<file path="src/rtl/core/pwih_pkg.sv">
// pwih_pkg: types, constants and helpers of the polygon wall inside and hit block
// depends on nothing; imported by every module under rtl/core
package pwih_pkg;

   localparam int MAX_VERTICES = 256;
   localparam int COORD_WIDTH  = 24;
   localparam int FIELD_W      = 24;
   localparam int ADDR_W       = $clog2(MAX_VERTICES);
   localparam int CNT_W        = ADDR_W + 1;
   localparam int DIFF_W       = COORD_WIDTH + 1;
   localparam int PROD_W       = 2 * DIFF_W;
   localparam int SUM_W        = 2 * DIFF_W + 2;
   localparam int REM_W        = SUM_W + 1;
   localparam int FRAC_BITS    = 16;
   localparam int QUO_W        = FRAC_BITS + 1;
   localparam int STEP_W       = $clog2(FRAC_BITS + 1);

   localparam logic [17:0] FRAC_NONE = 18'd131072;

   localparam logic ACT_LOAD  = 1'b0;
   localparam logic ACT_QUERY = 1'b1;

   typedef logic signed [COORD_WIDTH-1:0] coord_type;
   typedef logic signed [DIFF_W-1:0]      diff_type;
   typedef logic signed [PROD_W-1:0]      prod_type;
   typedef logic signed [SUM_W-1:0]       sum_type;
   typedef logic [ADDR_W-1:0]             addr_type;

   typedef struct packed {
      logic                      action;
      logic [7:0]                vertex_index;
      logic signed [FIELD_W-1:0] vertex_r;
      logic signed [FIELD_W-1:0] vertex_z;
      logic signed [FIELD_W-1:0] start_r;
      logic signed [FIELD_W-1:0] start_z;
      logic signed [FIELD_W-1:0] end_r;
      logic signed [FIELD_W-1:0] end_z;
   } req_type;

   typedef struct packed {
      logic        point_inside;
      logic [8:0]  hit_edge;
      logic [17:0] hit_fraction;
   } rsp_type;

   typedef enum logic [3:0] {
      ST_IDLE,
      ST_FETCH,
      ST_DIFF,
      ST_MUL,
      ST_SUM,
      ST_EVAL,
      ST_DIV,
      ST_UPDATE,
      ST_DONE
   } state_type;

   typedef struct packed {
      logic     load_we;
      logic     start;
      logic     fetch;
      logic     diff;
      logic     mul;
      logic     sum;
      logic     eval;
      logic     div_load;
      logic     div_step;
      logic     update;
      logic     out_load;
      addr_type edge_addr;
      addr_type next_addr;
   } cmd_type;

   typedef struct packed {
      logic hit;
      logic rsp_hold;
   } sts_type;

   // raw field bits taken as a coordinate of COORD_WIDTH bits
   function automatic coord_type to_coord(input logic [FIELD_W-1:0] raw);
      return coord_type'(COORD_WIDTH'(raw));
   endfunction

endpackage

</file>
<file path="src/rtl/core/pwih_ctrl.sv">
// pwih_ctrl: sequencer over the polygon edges, csr register and input handshake
// depends on pwih_pkg
module pwih_ctrl (
   input  logic             clock,
   input  logic             reset,
   input  logic             req_valid,
   output logic             req_ready,
   input  logic             req_action,
   input  logic [7:0]       req_index,
   input  logic             csr_valid,
   input  logic [8:0]       csr_data,
   input  pwih_pkg::sts_type sts,
   output pwih_pkg::cmd_type cmd
);
   import pwih_pkg::*;

   state_type         state_ff, state_in;
   addr_type          edge_ff, edge_in;
   logic [STEP_W-1:0] step_ff, step_in;
   logic [8:0]        count_ff;
   logic [CNT_W-1:0]  n_edges;
   logic [CNT_W-1:0]  edge_p1;
   logic              last_edge;
   logic              accept;

   always_ff @(posedge clock) begin
      if (reset) begin
         state_ff <= ST_IDLE;
         count_ff <= '0;
         edge_ff  <= '0;
         step_ff  <= '0;
      end else begin
         state_ff <= state_in;
         edge_ff  <= edge_in;
         step_ff  <= step_in;
         if (csr_valid) begin
            count_ff <= csr_data;
         end
      end
   end

   always_comb begin
      if (32'(count_ff) > MAX_VERTICES) begin
         n_edges = CNT_W'(MAX_VERTICES);
      end else begin
         n_edges = CNT_W'(count_ff);
      end
      edge_p1   = {1'b0, edge_ff} + CNT_W'(1);
      last_edge = (edge_p1 == n_edges);
   end

   always_comb begin
      state_in      = state_ff;
      edge_in       = edge_ff;
      step_in       = step_ff;
      cmd           = '0;
      cmd.edge_addr = edge_ff;
      cmd.next_addr = last_edge ? '0 : edge_p1[ADDR_W-1:0];
      req_ready     = (state_ff == ST_IDLE);
      accept        = req_valid && req_ready;
      case (state_ff)
         ST_IDLE: begin
            if (accept && req_action == ACT_LOAD) begin
               cmd.load_we = (32'(req_index) < MAX_VERTICES);
            end
            if (accept && req_action == ACT_QUERY) begin
               cmd.start = 1'b1;
               edge_in   = '0;
               state_in  = (n_edges == '0) ? ST_DONE : ST_FETCH;
            end
         end
         ST_FETCH: begin
            cmd.fetch = 1'b1;
            state_in  = ST_DIFF;
         end
         ST_DIFF: begin
            cmd.diff = 1'b1;
            state_in = ST_MUL;
         end
         ST_MUL: begin
            cmd.mul  = 1'b1;
            state_in = ST_SUM;
         end
         ST_SUM: begin
            cmd.sum  = 1'b1;
            state_in = ST_EVAL;
         end
         ST_EVAL: begin
            cmd.eval = 1'b1;
            if (sts.hit) begin
               cmd.div_load = 1'b1;
               step_in      = '0;
               state_in     = ST_DIV;
            end else if (last_edge) begin
               state_in = ST_DONE;
            end else begin
               edge_in  = edge_p1[ADDR_W-1:0];
               state_in = ST_FETCH;
            end
         end
         ST_DIV: begin
            cmd.div_step = 1'b1;
            step_in      = step_ff + STEP_W'(1);
            if (step_ff == STEP_W'(FRAC_BITS - 1)) begin
               state_in = ST_UPDATE;
            end
         end
         ST_UPDATE: begin
            cmd.update = 1'b1;
            if (last_edge) begin
               state_in = ST_DONE;
            end else begin
               edge_in  = edge_p1[ADDR_W-1:0];
               state_in = ST_FETCH;
            end
         end
         ST_DONE: begin
            if (!sts.rsp_hold) begin
               cmd.out_load = 1'b1;
               state_in     = ST_IDLE;
            end
         end
         default: begin
            state_in = ST_IDLE;
         end
      endcase
   end

endmodule

</file>
<file path="config.mk">
export PLATFORM = sky130hd
export DESIGN_NAME = pwih_ctrl
export DESIGN_NICKNAME = d
export VERILOG_FILES = /design/src/rtl/core/pwih_pkg.sv /design/src/rtl/core/pwih_ctrl.sv
export SDC_FILE = /design/constraint.sdc
export NUM_CORES = 1
export LEC_CHECK = 0
export BUFFER_PORTS_ARGS = -buffer_cell sky130_fd_sc_hd__buf_2
export CORE_UTILIZATION = 50
export CTS_CLUSTER_DIAMETER = 50
export DETAILED_ROUTE_END_ITERATION = 10
export GPL_TIMING_DRIVEN = 0
export PLACE_DENSITY_LB_ADDON = 0.05
export SETUP_SLACK_MARGIN = 0.1
export SLEW_MARGIN = 25
export SYNTH_ARGS = -nofsm -noshare
export SYNTH_HDL_FRONTEND = slang
export SYNTH_SLANG_ARGS = --single-unit
</file>
<file path="constraint.sdc">
create_clock -name clock -period 7.03 [get_ports clock]
set_clock_uncertainty 0.15 [all_clocks]
set_input_delay 1.406 -clock clock [delete_from_list [all_inputs] [get_ports clock]]
set_output_delay 1.406 -clock clock [all_outputs]
set_load 0.05 [all_outputs]
</file>
==> flow_summary.json, run 1 <==
{
  "p_sw_uw": 127,
  "cts_resized": 0,
  "min_path_type": "reg2reg",
  "synth_edf_count": 0,
  "nNetsFinal": 287,
  "clk_pin_slew_ns": 0.14,
  "crit_fanout": 10,
  "dp_cells": 301,
  "yosys-top-cells-area": "dfxtp_1 29%, nor2_1 6.5%, mux2i_1 5.6%",
  "post-route-min-period_ns": 4.59,
  "grt_util_all_layers": 0.209,
  "hold_buffers": 0,
  "htree_levels": 1,
  "insertion_delay_ns": 0.32,
  "crit_path_start_kind": "flip-flop",
  "clkPwrFrac": 0.216,
  "grt_pass1_wl_mm": 5.99,
  "synthFlopType": "dfxtp_1",
  "antenna_cells": 0,
  "synth_mux_area_frac": 0.0560,
  "drtPass1Iterations": 4,
  "routed_wl_mm": 3.75,
  "holdPathStages": 2,
  "grt_max_degree": 15,
  "viasPerCell": 5.33,
  "slew_violations": 0,
  "yosys_warnings": 0,
  "critPathArrivalTime_ns": 3.04,
  "hold_violations": 0,
  "area_delta_synth_final_pct": 16.7,
  "synth_top_family_by_area": "simple AND/OR/NAND/NOR gates",
  "die_y_um": 61.8,
  "fmax_mhz": 218,
  "grt_overflow": 0,
  "io_buffers": 41,
  "cts.sinks": 26,
  "maxCapViolations": 0,
  "cp-end-kind": "output pin",
  "grt_setup_unrepaired": "false",
  "ys_seq_area_frac": 0.291,
  "power.leakage_uw": 0.000967,
  "clock_path_buffers": 2,
  "boundaryPins": 52,
  "async_flop_share": 0,
  "die_area_um2": 3820,
  "synth_area_per_cell_um2": 8.35,
  "hp-start": "step_ff[3]",
  "die_w_um": 61.8,
  "rrSetupSlack_ns": 4.08,
  "fin_util": 0.616,
  "worstReg2RegStart": "edge_ff[0]",
  "vias": 1625,
  "power_density_nw_per_um2": 170,
  "yosys.area_share.xor_xnor": 0.0476,
  "synthDominantCellAreaShare": 0.291,
  "drc": 0,
  "period_share": 0.654,
  "synthAdderAreaFrac": 0.0210,
  "synth_compound_area_frac": 0.193,
  "ir_drop_mv": 0.140,
  "r2r_cells": 7,
  "cts_setup_buffers": 0,
  "status": "finished clean",
  "gp_congestion": 0.767,
  "ant_nets": 0,
  "hold_end": "step_ff[3]",
  "syn-instance-count": 214,
  "required_ns": 5.47,
  "holdWs_ns": 0.355,
  "drtIter0Drc": 99,
  "antenna_found_initial": 0,
  "stdcell_count": 305,
  "cts_tree": "yes",
  "yosys_register_bits": 26,
  "grt_pass1_vias": 1352,
  "pwr-share-comb": 0.331,
  "root_buffer": "clkbuf_4",
  "fin_tns_setup_ns": 0,
  "rows": 21,
  "timing.slew.headroom": 0.449,
  "cts_buffers": 3,
  "start_util": 0.528,
  "post_drt_wl_per_cell_um": 12.3,
  "drive_gt1_frac": 0.282,
  "crit_type": "reg2out",
  "hpwl_mm": 2.87,
  "syn_nets": 241,
  "core_area_um2": 3390,
  "yosys.area_share.simple": 0.314,
  "internal_power_uw": 228,
  "tightest_slew_ns": 0.818,
  "power_frac_seq": 0.453,
  "switching_share": 0.358,
  "setup_viol": 0,
  "netlist_area_um2": 1790,
  "yosys.cell_types.count": 55,
  "synth_top_area_cell": "dfxtp_1",
  "rr_endpoint": "edge_ff[1]"
}
[Yosys cell counts (4+ instances only)]
master	n
o21ai_0	10
mux2i_1	10
nand2b_1	7
a21oi_1	16
nand3_1	9
nand2_1	18
nor2_1	31
dfxtp_1	26
or3_1	5
a21o_1	4
xor2_1	4
inv_1	7
clkbuf_8	4
nor3_1	5
[kinds of logic after synthesis]
logic type,after synthesis
muxes,10
DFF,26
xor gates and xnor gates,8
buffers and inverters,19
adders and majority gates,3
AOI/OAI and AO/OA,45
and+or+nand+nor,103
[flip-flops by register name (all words and copies together), names as in the netlist]
| name | count |
|---|---|
| count_ff | 9 |
| edge_ff | 8 |
| step_ff | 5 |
| state_ff | 4 |
[critical path, stage by stage (launching register included)]
cell and delay (ns):
dfxtp_1 0.55, ha_1 0.33, or4b_2 0.61, mux2i_1 0.26, o32ai_4 0.19, nor3_4 0.45, a21oi_1 0.09, buf_2 0.23
[area by class of cell]
cell class | count | area, µm²
fillers | 311 | 1300
multi-input cells | 169 | 1130
flip-flops and latches | 26 | 520
repair buffers | 41 | 205
plain buffers | 12 | 113
well taps | 46 | 57.6
clock buffers | 4 | 36.3
inverters | 7 | 26.3
[per-layer routing]
| layer | track usage | vias to the layer above | wire length [µm] |
|---|---|---|---|
| met1 | 0.279 | 740 | 1860 |
| met2 | 0.355 | 31 | 1750 |
| met3 | 0.0248 | 5 | 94 |
| li1 | - | 849 | - |
| met4 | 0.0571 | 0 | 42 |
| met5 | 0 | - | 0 |
[stage by stage]
step	cell area [µm²]	total power (µW)	setup slack [ns]
2_1_floorplan	1790	257	2.54
3_3_place_gp	2050	281	2.82
3_5_place_dp	2050	281	2.79
4_1_cts	2090	357	2.41
5_1_grt	2090	372	2.30
6_report	2090	355	2.44
[power by group through the flow]
stage	registers, µW	clock network, µW	logic [µW]
final	161	76.6	118
after detailed placement	164	0	117
after global routing	162	83.6	127
after floorplan	162	0	94.1
after CTS	161	79.1	118
after global placement	164	0	117
[worst max path at each step]
| stage | from | end | slack (ns) | cells past startpoint |
|---|---|---|---|---|
| floorplan | sts[0] | cmd[16] | 2.54 | 1 |
| CTS | edge_ff[0] | cmd[4] | 2.41 | 7 |
| global route | edge_ff[0] | cmd[4] | 2.30 | 7 |
| global placement | edge_ff[0] | cmd[4] | 2.82 | 7 |
| detailed placement | edge_ff[0] | cmd[4] | 2.79 | 7 |
| finish | edge_ff[0] | cmd[4] | 2.44 | 7 |
[placed cells by master, fill, tap and decap left out, types with 4 or more instances in the layout]
cell	n
a21o_1	4
clkbuf_8	5
mux2i_1	10
nor3_1	5
xor2_1	4
dfxtp_1	26
nand3_1	9
buf_2	41
nor2_1	31
nand2b_1	7
nand2_1	18
or3_1	5
inv_1	7
o21ai_0	10
a21oi_1	16
Note: power is estimated with default switching activity, not from simulation.
==> run 2, diff against run 1 <==
--- a/config.mk
+++ b/config.mk
@@ -5,8 +5,9 @@
 export SDC_FILE = /design/constraint.sdc
 export NUM_CORES = 1
 export LEC_CHECK = 0
+export ABC_AREA = 1
 export BUFFER_PORTS_ARGS = -buffer_cell sky130_fd_sc_hd__buf_2
-export CORE_UTILIZATION = 50
+export CORE_UTILIZATION = 46
 export CTS_CLUSTER_DIAMETER = 50
 export DETAILED_ROUTE_END_ITERATION = 10
 export GPL_TIMING_DRIVEN = 0
==> constraint.sdc (replaced) <==
create_clock -name clock -period 3.75 [get_ports clock]
set_clock_uncertainty 0.15 [all_clocks]
set_input_delay 0.75 -clock clock [delete_from_list [all_inputs] [get_ports clock]]
set_output_delay 0.75 -clock clock [all_outputs]
set_load 0.05 [all_outputs]
==> flow_summary.json, run 2 <==
{
  "yosys_warnings": 0,
  "tightest_slew_ns": 0.518,
  "timing.slew.headroom": 0.654,
  "seqCellArea_um2": 520,
  "fin_util": 0.584,
  "cts_buffers": 3,
  "io_buffers": 42,
  "holdPathStages": 2,
  "antenna_cells": 0,
  "yosys.cell_count.top_type": "nand2_1",
  "power_density_nw_per_um2": 401,
  "rows": 21,
  "post-route-min-period_ns": 3.41,
  "yosys_register_bits": 26,
  "crit_path_start_kind": "flip-flop",
  "hpwl_mm": 3.03,
  "netlist_area_um2": 1660,
  "min_path_type": "reg2reg",
  "reg_top3": "count_ff: 9 flops, edge_ff: 8 flops, step_ff: 5 flops",
  "period_share": 0.909,
  "crit_type": "reg2out",
  "crit_path_max_incr_delay_ns": 0.48,
  "fin_tns_setup_ns": 0,
  "vias": 1737,
  "start_util": 0.490,
  "die_w_um": 62.1,
  "fillers": 353,
  "pwr-share-comb": 0.363,
  "clkPwrFrac": 0.246,
  "routed_wl_mm": 3.87,
  "synth_compound_area_frac": 0.139,
  "hold_end": "step_ff[3]",
  "synth_top_family_by_area": "simple AND/OR/NAND/NOR gates",
  "synthAdderAreaFrac": 0.0226,
  "r2r_cells": 14,
  "switching_share": 0.400,
  "power.leakage_uw": 0.000992,
  "grt_setup_unrepaired": "false",
  "critPathArrivalTime_ns": 2.51,
  "drive_gt1_frac": 0.214,
  "final_common_cell": "nand2_1",
  "area_delta_synth_final_pct": 19.3,
  "syn_nets": 294,
  "crit_fanout": 10,
  "hp-start": "step_ff[3]",
  "grt_util_all_layers": 0.215,
  "drtPass1Iterations": 4,
  "async_flop_share": 0,
  "path_cells": "ha_1 -> nand2_2 -> nor2_4 -> nand3_1 -> nand2_1 -> nand2_1 -> nor2_1 -> nand3_1 -> nor2_4 -> nand2_2 -> inv_2 -> nor2_1 -> buf_2",
  "power_frac_seq": 0.391,
  "layout_common_cells": "59 x nand2_1, 43 x buf_2, 42 x nor2_1",
  "internal_power_uw": 477,
  "worstReg2RegStart": "edge_ff[0]",
  "cpMaxStageDelayCell": "dfxtp_1",
  "drtIter0Drc": 105,
  "synth_common_cells": "59 x nand2_1, 42 x nor2_1, 38 x inv_1",
  "rr_endpoint": "state_ff[0]",
  "cts_resized": 0,
  "synth_edf_count": 0,
  "synth_top_area_cell": "dfxtp_1",
  "grt_pass1_vias": 1384,
  "yosys-top-cells-area": "dfxtp_1 31%, nand2_1 13%, nor2_1 9.5%",
  "cts_tree": "yes",
  "drc": 0,
  "clock_path_buffers": 2,
  "synthFlopType": "dfxtp_1",
  "grt_overflow": 0,
  "cp-end-kind": "output pin",
  "status": "finished clean",
  "holdWs_ns": 0.327,
  "yosys.area_share.simple": 0.399,
  "insertion_delay_ns": 0.33,
  "slew_violations": 0,
  "hold_buffers": 0,
  "die_y_um": 62.1,
  "synthDominantCellAreaShare": 0.313,
  "synth_mux_area_frac": 0,
  "required_ns": 2.85,
  "cts.sinks": 26,
  "yosys.cell_types.count": 28,
  "nNetsFinal": 341,
  "die_area_um2": 3850,
  "top_register": "count_ff",
  "hold_violations": 0,
  "largest_reg_flops": 9,
  "multi_input_area_um2": 955,
  "root_buffer": "clkbuf_4",
  "yosys.area_share.xor_xnor": 0.0151,
  "fmax_mhz": 293,
  "grt_max_degree": 16,
  "syn-instance-count": 267,
  "grt_pass1_wl_mm": 6.14,
  "setup_viol": 0,
  "core_area_um2": 3390,
  "synth_area_per_cell_um2": 6.22,
  "htree_levels": 1,
  "rrSetupSlack_ns": 1.54,
  "viasPerCell": 4.84,
  "gp_congestion": 0.853,
  "clk_pin_slew_ns": 0.14,
  "cts_setup_buffers": 0,
  "boundaryPins": 52,
  "antenna_found_initial": 0,
  "ir_drop_mv": 0.279,
  "ys_seq_area_frac": 0.313,
  "post_drt_wl_per_cell_um": 10.8,
  "p_sw_uw": 317,
  "maxCapViolations": 0,
  "ant_nets": 0
}
## run 2: worst max-delay path by stage
| stage | cells after the start | slack (ns) | start | end |
|---|---|---|---|---|
| 6_report | 13 | 0.34 | edge_ff[0] | cmd[0] |
| 3_3_place_gp | 13 | 0.73 | edge_ff[0] | cmd[0] |
| 5_1_grt | 11 | 0.15 | edge_ff[0] | cmd[4] |
| 4_1_cts | 13 | 0.32 | edge_ff[0] | cmd[0] |
| 3_5_place_dp | 13 | 0.72 | edge_ff[0] | cmd[0] |
| 2_1_floorplan | 13 | 0.20 | edge_ff[0] | cmd[3] |
## run 2: area by class of cell
class                      count  area share
multi-input combinational    192       0.482
sequential                    26       0.263
timing repair buffer          42       0.106
inverter                      44      0.0834
tap                           46      0.0291
clock inverter                 1      0.0152
clock buffer                   3      0.0114
buffer                         5      0.0101
## run 2: power groups by stage
stage                     sequential, µW  clock, µW  combinational, µW
after floorplan                      312          0                230
after global placement               316          0                286
after detailed placement             316          0                289
after CTS                            310        200                290
after global routing                 312        206                320
final                                310        196                288
## run 2: cells by family after synthesis
family                     after synthesis
and+or+nand+nor                        146
buffers and inverters                   49
AOI/OAI and AO/OA                       41
DFF                                     26
adders and majority gates                3
xor gates and xnor gates                 2
## run 2: worst max-delay path: cells and delay by family, from the launching register on
family        cells  cell delay (ns)
fa+ha+maj         1             0.23
buf+inv           2             0.41
flops             1             0.48
simple gates     10             1.08
## run 2: metrics by stage
| step | std cells | setup WS [ns] | area (µm²) | total power (µW) |
|---|---|---|---|---|
| 2_1_floorplan | 267 | 0.200 | 1660 | 542 |
| 6_report | 359 | 0.341 | 1980 | 794 |
| 3_3_place_gp | 355 | 0.735 | 1930 | 602 |
| 3_5_place_dp | 355 | 0.724 | 1930 | 605 |
| 4_1_cts | 359 | 0.319 | 1980 | 800 |
| 5_1_grt | 359 | 0.151 | 1980 | 838 |
## run 2: routing by layer
layer | vias up | global-route usage | wire length, µm
li1 | 949 | - | -
met1 | 744 | 0.323 | 2030
met2 | 40 | 0.313 | 1640
met3 | 4 | 0.0476 | 159
met4 | 0 | 0.0444 | 35
met5 | - | 0 | 0
